==> config.mk <==
export PLATFORM = sky130hd
export DESIGN_NAME = ln_ctrl
export DESIGN_NICKNAME = d
export VERILOG_FILES = /design/src/hw/rtl/ln_pkg.sv /design/src/hw/rtl/ln_ctrl.sv
export SDC_FILE = /design/constraint.sdc
export NUM_CORES = 1
export LEC_CHECK = 0
export ABC_AREA = 1
export BUFFER_PORTS_ARGS = -buffer_cell sky130_fd_sc_hd__buf_2
export CAP_MARGIN = 20
export CORE_AREA = 2 2 39 41
export DETAILED_ROUTE_END_ITERATION = 8
export DIE_AREA = 0 0 41 43
export MAX_ROUTING_LAYER = met4
export PLACE_DENSITY = 0.74
export SKIP_CTS_REPAIR_TIMING = 1
export SLEW_MARGIN = 25
export SYNTH_ARGS = -nofsm -noshare
export SYNTH_HDL_FRONTEND = slang
export SYNTH_SLANG_ARGS = --single-unit
export TNS_END_PERCENT = 10
==> constraint.sdc <==
create_clock -name clk -period 2.6 [get_ports clk]
set_input_delay 0.39 -clock clk [delete_from_list [all_inputs] [get_ports clk]]
set_output_delay 0.39 -clock clk [all_outputs]
set_load 0.02 [all_outputs]
==> src/hw/rtl/ln_pkg.sv <==
`default_nettype none
package ln_pkg;

  localparam int MAX_DIM = 64;
  localparam int IDX_W   = 6;
  localparam int DIM_W   = 7;
  localparam int SMP_W   = 16;
  localparam int EPS_W   = 16;
  localparam int CFG_IDX_W = 2;
  localparam int CFG_DAT_W = 16;

  localparam int SUM_W  = 22;   // sum of up to 64 samples
  localparam int MEAN_W = 24;   // Q8.16 mean of Q8.8 samples
  localparam int DIFF_W = 25;
  localparam int MAG_W  = 24;
  localparam int ACC_W  = 40;
  localparam int VAR_W  = 41;
  localparam int PROD_W = 41;
  localparam int DVD_W  = 40;   // divider dividend magnitude
  localparam int DVS_W  = 32;   // divider divisor
  localparam int QUO_W  = 41;   // signed floor quotient
  localparam int ROOT_W = 32;
  localparam int RAD_W  = 64;

  localparam logic KIND_LOAD = 1'b0;
  localparam logic KIND_DATA = 1'b1;

  localparam logic [CFG_IDX_W-1:0] REG_DIM = 2'd0;
  localparam logic [CFG_IDX_W-1:0] REG_EPS = 2'd1;

  localparam logic [DIM_W-1:0] DIM_RESET = 7'd64;
  localparam logic [EPS_W-1:0] EPS_RESET = 16'd1;

  typedef struct packed {
    logic                    kind;
    logic [IDX_W-1:0]        position;
    logic signed [SMP_W-1:0] sample;
    logic signed [SMP_W-1:0] gain;
    logic signed [SMP_W-1:0] offset;
  } ln_in_t;

  typedef struct packed {
    logic [IDX_W-1:0]        out_position;
    logic signed [SMP_W-1:0] normalized;
    logic                    clipped;
    logic                    last_of_vector;
  } ln_out_t;

  typedef enum logic [1:0] {
    DIV_MEAN,
    DIV_VAR,
    DIV_Y
  } ln_div_sel_t;

  typedef enum logic [4:0] {
    S_IDLE,
    S_SUM_RD,
    S_SUM_ACC,
    S_MEAN_GO,
    S_MEAN_WAIT,
    S_VAR_RD,
    S_VAR_ACC,
    S_VAR_GO,
    S_VAR_WAIT,
    S_SQ_GO,
    S_SQ_WAIT,
    S_OUT_RD,
    S_OUT_MUL,
    S_OUT_GO,
    S_OUT_WAIT,
    S_OUT_PUT
  } ln_state_t;

  typedef struct packed {
    logic        accept;
    logic        idx_clr;
    logic        idx_inc;
    logic        sum_acc;
    logic        var_acc;
    logic        div_start;
    ln_div_sel_t div_sel;
    logic        mean_cap;
    logic        var_cap;
    logic        sqrt_start;
    logic        root_cap;
    logic        prod_cap;
    logic        out_load;
  } ln_cmd_t;

  typedef struct packed {
    logic vec_done;
    logic idx_last;
    logic div_done;
    logic sqrt_done;
    logic out_free;
  } ln_sts_t;

endpackage
`default_nettype wire

==> src/hw/rtl/ln_ctrl.sv <==
`default_nettype none
module ln_ctrl
  import ln_pkg::*;
(
  input  wire logic    clk,
  input  wire logic    rst_n,
  input  wire logic    in_valid,
  output logic         in_ready,
  input  wire ln_sts_t sts,
  output ln_cmd_t      cmd
);

  ln_state_t state_r, state_nxt;

  always_comb begin
    state_nxt = state_r;
    case (state_r)
      S_IDLE:      if (in_valid && sts.vec_done) state_nxt = S_SUM_RD;
      S_SUM_RD:    state_nxt = S_SUM_ACC;
      S_SUM_ACC:   state_nxt = sts.idx_last ? S_MEAN_GO : S_SUM_RD;
      S_MEAN_GO:   state_nxt = S_MEAN_WAIT;
      S_MEAN_WAIT: if (sts.div_done) state_nxt = S_VAR_RD;
      S_VAR_RD:    state_nxt = S_VAR_ACC;
      S_VAR_ACC:   state_nxt = sts.idx_last ? S_VAR_GO : S_VAR_RD;
      S_VAR_GO:    state_nxt = S_VAR_WAIT;
      S_VAR_WAIT:  if (sts.div_done) state_nxt = S_SQ_GO;
      S_SQ_GO:     state_nxt = S_SQ_WAIT;
      S_SQ_WAIT:   if (sts.sqrt_done) state_nxt = S_OUT_RD;
      S_OUT_RD:    state_nxt = S_OUT_MUL;
      S_OUT_MUL:   state_nxt = S_OUT_GO;
      S_OUT_GO:    state_nxt = S_OUT_WAIT;
      S_OUT_WAIT:  if (sts.div_done) state_nxt = S_OUT_PUT;
      S_OUT_PUT:   if (sts.out_free) state_nxt = sts.idx_last ? S_IDLE : S_OUT_RD;
      default:     state_nxt = S_IDLE;
    endcase
  end

  always_comb begin
    cmd      = '0;
    cmd.div_sel = DIV_MEAN;
    in_ready = 1'b0;
    case (state_r)
      S_IDLE: begin
        in_ready   = 1'b1;
        cmd.accept = in_valid;
        cmd.idx_clr = 1'b1;
      end
      S_SUM_ACC: begin
        cmd.sum_acc = 1'b1;
        cmd.idx_inc = !sts.idx_last;
        cmd.idx_clr = sts.idx_last;
      end
      S_MEAN_GO: begin
        cmd.div_start = 1'b1;
        cmd.div_sel   = DIV_MEAN;
      end
      S_MEAN_WAIT: cmd.mean_cap = sts.div_done;
      S_VAR_ACC: begin
        cmd.var_acc = 1'b1;
        cmd.idx_inc = !sts.idx_last;
        cmd.idx_clr = sts.idx_last;
      end
      S_VAR_GO: begin
        cmd.div_start = 1'b1;
        cmd.div_sel   = DIV_VAR;
      end
      S_VAR_WAIT:  cmd.var_cap = sts.div_done;
      S_SQ_GO:     cmd.sqrt_start = 1'b1;
      S_SQ_WAIT:   cmd.root_cap = sts.sqrt_done;
      S_OUT_MUL:   cmd.prod_cap = 1'b1;
      S_OUT_GO: begin
        cmd.div_start = 1'b1;
        cmd.div_sel   = DIV_Y;
      end
      S_OUT_PUT: begin
        cmd.out_load = sts.out_free;
        cmd.idx_inc  = sts.out_free && !sts.idx_last;
      end
      default: cmd.div_sel = DIV_MEAN;
    endcase
  end

  always_ff @(posedge clk) begin
    if (!rst_n) begin
      state_r <= S_IDLE;
    end else begin
      state_r <= state_nxt;
    end
  end

endmodule
`default_nettype wire

======== Word-level counts from Yosys, hierarchy flattened ========
Cells that the tools add are included.
cells by class
  equality and inequality tests ........... 21
  muxes and demuxes ....................... 24
  reduce and logical (&&, ||, !) cells .... 7
operator list
  cell                                                                   number
  5-bit one-hot mux with 16 select lines                                 1
  5-bit by 4-bit equality test with 1-bit output, second input constant  8
  5-bit two-way mux                                                      6
  5-bit by 3-bit equality test with 1-bit output, second input constant  4
  2-bit != test, second input constant                                   6
  1-bit two-way mux                                                      11
  5-bit by 2-bit equality test with 1-bit output, second input constant  2
  6-bit AND reduction                                                    1
  5-bit by 1-bit equality test with 1-bit output, second input constant  1
  5-bit zero test                                                        1
  2-bit two-way mux                                                      2
  4-bit two-way mux                                                      1
  1-bit one-hot mux with 2 select lines                                  2
  2-bit one-hot mux with 2 select lines                                  1
  3-bit OR reduction                                                     1
  1-bit logical AND                                                      2
  2-bit OR reduction                                                     1
  1-bit zero test                                                        1
storage, ports and cells
  bits in registers ....................... 5
  bits of input ports ..................... 8

======== Logic depth before layout (Yosys ltp) ========
Gate-level depths: netlist of the first run.
  depth after elaboration ................. 3
  mapped depth ............................ 10
  mapped depth without buffers ............ 9

======== Worst setup path before layout of the first run ========
No wires, ideal clock.
  kind .................................... register to output
  from .................................... reg state_r[0]
  to ...................................... out cmd[11] in the netlist's numbering
  data arrival time ....................... 1.495 ns
  setup slack ............................. 0.715 ns
  stages on the path, launching flop included .. 6
  cells stage by stage .................... dfxtp_1 buf_2 nand2_4 nor3_1 a21oi_1 nor2_1
RTL lines
  element                 line           RTL
  from (decl)             ln_ctrl.sv:13  ln_state_t state_r, state_nxt;
  from (signal assigned)  ln_ctrl.sv:87  state_r <= state_nxt;
  to (decl)               ln_ctrl.sv:10  output ln_cmd_t cmd

==> impl_metrics.csv, run 1 <==
group,metric,value,unit
power_and_ir_drop,ir_worst_vdd,601.6,µV
placement,pre_cts_ws,1.004,ns
critical_path,arrival,1.48,ns
timing,finalSetupTns,0,ns
synthesis,synthCells,88,
timing,rsz0062_at_grt,"false",
power_and_ir_drop,p_comb_share,64.9,%
clock_tree,insertion_delay,0.24,ns
grt,grt_max_degree,9,
critical_path,worst-r2r-setup-slack,1.17,ns
drt,drcViolationCount,0,
critical_path,cpMaxStageDelayCell,"dfxtp_1",
critical_path,critical_path.max_stage_delay,0.58,ns
power_and_ir_drop,powerDensity,989.2,nW/µm²
drt,drt-total-wl,1257,µm
critical_path,critPathKind,"register to output port",
critical_path,path_cells,"nand2_4 > nor3_1 > a21oi_1 > nor2_1 > buf_2",
final_layout,top_regs,"state_r (4)",
power_and_ir_drop,switchingPower,357.3,µW
synthesis,synthDistinctLibCells,21,
floorplan,die_y,43,µm
critical_path,endpoint,"cmd[11]",
timing,fmax,536.2,MHz
clock_tree,cts-root-buf,"clkbuf_4",
job,cap_violations,0,
floorplan,die-area,1763,µm²
critical_path,crit_buf_inv,1,
floorplan,io_pins,23,
grt,first_global_vias,530,
final_layout,seq_area,80.08,µm²
placement,dpl.hpwl,1034,µm
final_layout,final_area,639.4,µm²
timing,hold_violations,0,
drt,wl_met2,575,µm
critical_path,reg2regPathDepth,8,
critical_path,cp-startpoint,"state_r[0]",
critical_path,endpoint_kind,"output port",
timing,fin_crit_sh,71.74,%
synthesis,syn_avg_cell_area,5.673,µm²
drt,vias_per_cell,5.008,
final_layout,regMostFlops,"state_r",
final_layout,multiInputGateArea,350.3,µm²
synthesis,synth-seq-cells,4,
placement,dpl_cell_area,616.8,µm²
drt,antenna_left,0,
final_layout,area_growth,28.07,%
drt,drtIter0Drc,15,
power_and_ir_drop,clockPowerShare,12.5,%
power_and_ir_drop,totalPowerFinal,632.5,µW
clock_tree,path_clk_slew,0.04,ns
clock_tree,cts_sinks,4,
critical_path,crit_cells,5,
clock_tree,cts_made_buffers,3,
final_layout,drive_gt1_share,36.04,%
timing,fin_ws,0.7349,ns
grt,grt_pass1_wl,1994,µm
power_and_ir_drop,p_leak,0.3853,nW
drt,wl_per_cell,9.898,µm
timing,final.setup_skew,0.01096,ns
synthesis,syn_area,499.2,µm²
floorplan,num_rows,14,
critical_path,critPathMaxFanout,8,
floorplan,initial_core_util,36.08,%
synthesis,yosys_warnings,0,
critical_path,crit_required,2.21,ns
synthesis,syn_nets,96,
drt,met1Wirelength,532,µm
timing,slew_viol_final,0,
final_layout,fillers,148,
hold_path,hold_path_class,"input port to register",
drt,route.top_layer_used,"met4",
clock_tree,cts.htree.levels,1,
status,status,"complete, no violations",
final_layout,finish.utilization,46.20,%
grt,grt_use_total,16.65,%
drt,drt_first_pass_iters,4,
power_and_ir_drop,intPower,275.2,µW
drt,routed-wl-met3,107,µm
placement,io_buffers,22,
drt,num_vias,636,
timing,worst_slew_pin_slew,0.4418,ns
critical_path,rr_endpoint,"state_r[2]",
final_layout,num-nets-final,121,
grt,antenna_found_initial,0,
synthesis,ys_seq_area_share,16.04,%
timing,setup_viol,0,
placement,globalplace.congestion,0.8424,
timing,slew_headroom,70.51,%
floorplan,die_x,41,µm
floorplan,core,1384,µm²
critical_path,crit_family,"flip-flops",
final_layout,largest_reg_flops,4,
power_and_ir_drop,sequentialPowerShare,22.6,%
power_and_ir_drop,swShare,56.49,%
final_layout,insertedDiodeCount,0,
timing,min_period,1.865,ns
critical_path,r2r_start,"state_r[1]",
grt,gr-total-overflow,0,
clock_tree,clockBufferDepth,2,
critical_path,worstSetupStartpointType,"register",
clock_tree,cts_tree,"built",
==> Yosys cell counts (all sizes together) <==
cell,instances,area [µm²]
inv,15,56.31
nand3,5,30.03
nand4,1,6.260
o22ai,1,6.260
o211ai,1,7.510
o21ai,1,5.000
nor3,2,10.01
nand2,21,106.4
buf,2,12.51
nor2,27,128.9
nand3b,1,7.510
a21oi,7,42.54
dfxtp,4,80.08
==> layer usage <==
layer / up-vias / track usage [%]
li1: 320 / -
met3: 6 / 3.665
met1: 277 / 19.23
met2: 33 / 24.38
met4: 0 / 11.33
met5: - / -
==> per-stage QoR <==
stage               hold slack, ns  std cells
finish                      0.4078        127
global route                0.4152        127
CTS                         0.4097        127
detailed placement          0.5611        124
global placement            0.5483        124
floorplan                   0.5104         88
==> logic make-up after synthesis <==
group           after synthesis  synth area share [%]
simple gates                 57                 57.90
buf+inv                      17                 13.79
compound gates               10                 12.28
flops                         4                 16.04
==> how the worst min path moves through the flow <==
stage                  to  cells past startpoint  slack (ns)  startpoint
5_1_grt        state_r[0]                      3        0.42       rst_n
2_1_floorplan  state_r[1]                      2        0.51       rst_n
4_1_cts        state_r[0]                      3        0.41       rst_n
6_report       state_r[0]                      3        0.41       rst_n
3_3_place_gp   state_r[2]                      2        0.55  state_r[2]
3_5_place_dp   state_r[2]                      2        0.56  state_r[2]
==> layout by cell type (no fill, tap or decap), drive strengths merged <==
| cell | n |
|---|---|
| a21oi | 7 |
| nor2 | 27 |
| nor3 | 2 |
| o21ai | 1 |
| nand2 | 21 |
| nand3 | 5 |
| o22ai | 1 |
| buf | 22 |
| inv | 15 |
| nand3b | 1 |
| o211ai | 1 |
| nand4 | 1 |
| dfxtp | 4 |
| clkbuf | 3 |
==> power groups by stage <==
| stage | Sequential (mW) | Clock (mW) | Combinational, mW |
|---|---|---|---|
| 3_5_place_dp | 0.142 | 0 | 0.410 |
| 5_1_grt | 0.147 | 0.0873 | 0.456 |
| 6_report | 0.143 | 0.0790 | 0.410 |
| 3_3_place_gp | 0.140 | 0 | 0.405 |
| 2_1_floorplan | 0.0984 | 0 | 0.363 |
| 4_1_cts | 0.142 | 0.0786 | 0.411 |
==> worst min-delay path: cells and delay by family <==
kind | cells | cell delay (ns)
and+or+nand+nor | 2 | 0.09
buffers and inverters | 1 | 0.12
==> final cells by class <==
| class | instances | area share [%] |
|---|---|---|
| Multi-Input combinational cell | 67 | 54.79 |
| Timing Repair Buffer | 22 | 17.22 |
| Sequential cell | 4 | 12.52 |
| Inverter | 15 | 8.806 |
| Clock buffer | 3 | 3.523 |
| Tap cell | 16 | 3.131 |
(Power assumes the default switching activity.)
==> run 2: changes to the inputs <==
==> constraint.sdc (replaced) <==
create_clock -name clk -period 1.8 [get_ports clk]
set_input_delay 0.27 -clock clk [delete_from_list [all_inputs] [get_ports clk]]
set_output_delay 0.27 -clock clk [all_outputs]
set_load 0.02 [all_outputs]
==> impl_metrics.csv, run 2 (synthesized netlist as in run 1, its figures left out) <==
group,metric,value,unit
timing,fmax,621.5,MHz
timing,finalSetupTns,0,ns
floorplan,die_x,41,µm
timing,rsz0062_at_grt,"false",
grt,first_global_vias,530,
critical_path,cpMaxStageDelayCell,"dfxtp_2",
grt,gr-total-overflow,0,
grt,antenna_found_initial,0,
hold_path,hold_path_class,"input port to register",
placement,dpl.hpwl,1034,µm
final_layout,final_area,644.4,µm²
placement,globalplace.congestion,0.8423,
timing,final.setup_skew,0.01132,ns
final_layout,seq_area,85.08,µm²
final_layout,finish.utilization,46.56,%
final_layout,area_growth,29.07,%
placement,io_buffers,22,
critical_path,arrival,1.34,ns
drt,antenna_left,0,
drt,drcViolationCount,0,
placement,pre_cts_ws,0.3241,ns
drt,wl_per_cell,9.890,µm
floorplan,die_y,43,µm
drt,drt_first_pass_iters,4,
clock_tree,cts_made_buffers,3,
timing,slew_headroom,83.97,%
clock_tree,cts-root-buf,"clkbuf_4",
floorplan,initial_core_util,36.08,%
clock_tree,insertion_delay,0.24,ns
final_layout,drive_gt1_share,39.64,%
power_and_ir_drop,ir_worst_vdd,869.8,µV
timing,fin_ws,0.1910,ns
final_layout,num-nets-final,121,
clock_tree,clockBufferDepth,2,
timing,min_period,1.609,ns
clock_tree,path_clk_slew,0.04,ns
drt,vias_per_cell,5.016,
placement,dpl_cell_area,616.8,µm²
critical_path,endpoint_kind,"output port",
clock_tree,cts.htree.levels,1,
timing,hold_violations,0,
critical_path,path_cells,"nand2_2 > nor3_1 > a21oi_1 > nor2_1 > buf_2",
floorplan,num_rows,14,
critical_path,cp-startpoint,"state_r[3]",
floorplan,die-area,1763,µm²
final_layout,layout_common_cells,"22 x nor2_1, 22 x buf_2, 16 x nand2_1",
floorplan,io_pins,23,
drt,drt-total-wl,1256,µm
final_layout,top_regs,"state_r (4)",
timing,fin_crit_sh,89.39,%
final_layout,fillers,146,
critical_path,critical_path.max_stage_delay,0.40,ns
critical_path,worstSetupStartpointType,"register",
timing,setup_viol,0,
timing,whs,0.2802,ns
status,status,"complete, no violations",
timing,slew_viol_final,0,
final_layout,insertedDiodeCount,0,
critical_path,worst-r2r-setup-slack,0.52,ns
critical_path,r2r_start,"state_r[1]",
final_layout,regMostFlops,"state_r",
power_and_ir_drop,p_leak,0.3866,nW
power_and_ir_drop,powerDensity,1429,nW/µm²
job,cap_violations,0,
drt,num_vias,637,
final_layout,largest_reg_flops,4,
critical_path,crit_required,1.53,ns
clock_tree,cts_tree,"built",
final_layout,multiInputGateArea,350.3,µm²
timing,worst_slew_pin_slew,0.2405,ns
grt,grt_use_total,16.65,%
drt,drtIter0Drc,15,
floorplan,core,1384,µm²
critical_path,critPathKind,"register to output port",
grt,grt_pass1_wl,1994,µm
clock_tree,cts_sinks,4,
grt,grt_max_degree,9,
hold_path,hp-start,"rst_n",
critical_path,critPathMaxFanout,7,
## run 2: power by group
| part | internal, mW | leakage [nW] | switching, mW | total, mW |
|---|---|---|---|---|
| registers | 0.128 | 0.0344 | 0.0863 | 0.214 |
| clock network | 0.0747 | 0.0138 | 0.0392 | 0.114 |
| logic | 0.203 | 0.338 | 0.390 | 0.593 |
| total | 0.405 | 0.387 | 0.516 | 0.921 |
## run 2: path summary, 6_finish.rpt
check / endpoint / depth (start not counted)
worst max-delay path: cmd[11] / 5
worst min-delay path: state_r[0] / 3
worst max register to register: state_r[2] / 8
worst min register to register: state_r[2] / 2
## run 2: final cells by class
| cell class | instances | share of cell area, % |
|---|---|---|
| inverter | 15 | 8.738 |
| tap | 16 | 3.107 |
| timing repair buffer | 22 | 17.09 |
| multi-input combinational | 67 | 54.37 |
| sequential | 4 | 13.20 |
| clock buffer | 3 | 3.495 |
## run 2: worst max-delay path, delay by kind of cell (launching register included)
family	cells	cell delay [ns]
buf+inv	1	0.16
compound gates	1	0.06
flops	1	0.40
simple gates	3	0.47
## run 2: through the flow
step                std cells  power (mW)
floorplan                  88      0.6669
global placement          124      0.7882
detailed placement        124      0.7975
CTS                       127      0.9124
global route              127       1.005
finish                    127      0.9211
## run 2: layer usage
metal | wire [µm] | up-vias | part of all wire, % | global-route usage (%)
li1 | - | 320 | - | -
met1 | 532 | 278 | 42 | 19.23
met2 | 574 | 33 | 46 | 24.38
met3 | 107 | 6 | 8.5 | 3.665
met4 | 42 | 0 | 3.3 | 11.33
met5 | 0 | - | 0 | -
==> run 3: changes to the inputs <==
--- a/config.mk
+++ b/config.mk
@@ -18,4 +18,4 @@
 export SYNTH_ARGS = -nofsm -noshare
 export SYNTH_HDL_FRONTEND = slang
 export SYNTH_SLANG_ARGS = --single-unit
-export TNS_END_PERCENT = 10
+export TNS_END_PERCENT = 20
==> constraint.sdc (replaced) <==
create_clock -name clk -period 1.8 [get_ports clk]
set_input_delay 0.18 -clock clk [delete_from_list [all_inputs] [get_ports clk]]
set_output_delay 0.18 -clock clk [all_outputs]
set_load 0.02 [all_outputs]
==> impl_metrics.csv, run 3 (synthesized netlist as in run 1, its figures left out) <==
group,metric,value,unit
final_layout,top_regs,"state_r (4)",
clock_tree,cts_made_buffers,3,
drt,drt-total-wl,1218,µm
critical_path,crit_family,"simple AND/OR/NAND/NOR gates",
critical_path,crit_cells,5,
placement,io_buffers,22,
critical_path,crit_required,1.62,ns
critical_path,endpoint,"cmd[11]",
grt,grt_max_degree,9,
job,cap_violations,0,
critical_path,critical_path.max_stage_delay,0.46,ns
floorplan,die_y,43,µm
placement,dpl.hpwl,986.4,µm
final_layout,largest_reg_flops,4,
drt,wl_per_cell,9.591,µm
timing,final.setup_skew,0.001256,ns
timing,fmax,628.6,MHz
critical_path,worstSetupStartpointType,"register",
critical_path,crit_buf_inv,1,
final_layout,regMostFlops,"state_r",
floorplan,io_pins,23,
critical_path,rr_endpoint,"state_r[3]",
critical_path,arrival,1.41,ns
final_layout,fillers,154,
grt,antenna_found_initial,0,
critical_path,worst-r2r-setup-slack,0.42,ns
floorplan,die-area,1763,µm²
floorplan,die_x,41,µm
critical_path,r2r_start,"state_r[1]",
critical_path,cpMaxStageDelayCell,"dfxtp_1",
grt,grt_pass1_wl,2070,µm
clock_tree,cts-root-buf,"clkbuf_4",
clock_tree,clockBufferDepth,2,
grt,gr-total-overflow,0,
clock_tree,insertion_delay,0.23,ns
final_layout,drive_gt1_share,36.94,%
timing,slew_viol_final,0,
critical_path,reg2regPathDepth,9,
final_layout,layout_common_cells,"22 x nor2_1, 22 x buf_2, 16 x nand2_1",
critical_path,endpoint_kind,"output port",
timing,hold_violations,0,
power_and_ir_drop,ir_worst_vdd,714.3,µV
drt,num_vias,606,
placement,globalplace.congestion,0.8010,
critical_path,critPathMaxFanout,7,
clock_tree,cts.htree.levels,1,
timing,fin_crit_sh,88.38,%
drt,drtIter0Drc,17,
power_and_ir_drop,powerDensity,1426,nW/µm²
final_layout,final_area,640.6,µm²
timing,min_period,1.591,ns
timing,worst_slew_pin_slew,0.3831,ns
hold_path,hold_path_class,"input port to register",
clock_tree,cts_tree,"built",
clock_tree,cts_sinks,4,
hold_path,hp-start,"rst_n",
drt,antenna_left,0,
final_layout,num-nets-final,121,
floorplan,num_rows,14,
final_layout,area_growth,28.32,%
floorplan,core,1384,µm²
timing,finalSetupTns,0,ns
critical_path,cp-startpoint,"state_r[2]",
status,status,"complete, no violations",
drt,drt_first_pass_iters,4,
drt,vias_per_cell,4.772,
drt,drcViolationCount,0,
critical_path,critPathKind,"register to output port",
grt,first_global_vias,562,
final_layout,insertedDiodeCount,0,
timing,setup_viol,0,
critical_path,path_cells,"nand2_2 > nor3_1 > a21oi_1 > nor2_1 > buf_2",
grt,grt_use_total,17.27,%
timing,rsz0062_at_grt,"false",
timing,slew_headroom,74.43,%
clock_tree,path_clk_slew,0.04,ns
placement,dpl_cell_area,616.8,µm²
floorplan,initial_core_util,36.08,%
power_and_ir_drop,p_leak,0.3855,nW
## run 3: cell types whose count changed in the layout (fill, tap and decap cells not counted)
cell	change
dfxtp_1	+3
dfxtp_2	-3
## run 3: how the worst min path moves through the flow
stage | to | slack (ns) | cells after the start
floorplan | state_r[1] | 0.30 | 2
global placement | state_r[2] | 0.45 | 3
detailed placement | state_r[1] | 0.45 | 3
CTS | state_r[1] | 0.20 | 3
global route | state_r[3] | 0.21 | 3
finish | state_r[0] | 0.21 | 3
## run 3: layout make-up
| cell class | count | area, µm² | area share, % |
|---|---|---|---|
| Clock buffer | 3 | 22.52 | 3.516 |
| Inverter | 15 | 56.30 | 8.789 |
| Timing Repair Buffer | 22 | 110.1 | 17.19 |
| Sequential cell | 4 | 81.33 | 12.70 |
| Multi-Input combinational cell | 67 | 350.3 | 54.69 |
| Tap cell | 16 | 20.02 | 3.125 |
## run 3: layer usage
metal  vias up  part of all wire (%)  global-route usage (%)
li1        317                     -                       -
met1       261                    45                   20.83
met2        24                    47                   25.31
met3         4                   6.2                   4.712
met4         0                   1.5                   8.667
met5         -                     0                       -
## run 3: metrics by stage
stage	instances	util, %	hold slack, ns	power [mW]	worst slack (ns)
4_1_cts	127	46.20	0.2004	0.9183	0.1365
3_5_place_dp	124	44.57	0.4474	0.7980	0.4024
5_1_grt	127	46.29	0.2090	1.005	0.02694
2_1_floorplan	88	-	0.3004	0.6669	0.1246
3_3_place_gp	124	44.57	0.4460	0.7908	0.3999
6_report	127	46.29	0.2054	0.9137	0.2092
## run 3: tightest hold or removal path, stage by stage
cell	delay (ns)
buf_2	0.12
nand2_1	0.07
nor2_1	0.03
## run 3: where the power goes
part	total (mW)	internal (mW)	switching [mW]
Clock	0.110	0.0745	0.0359
Sequential	0.208	0.123	0.0849
Combinational	0.596	0.202	0.393
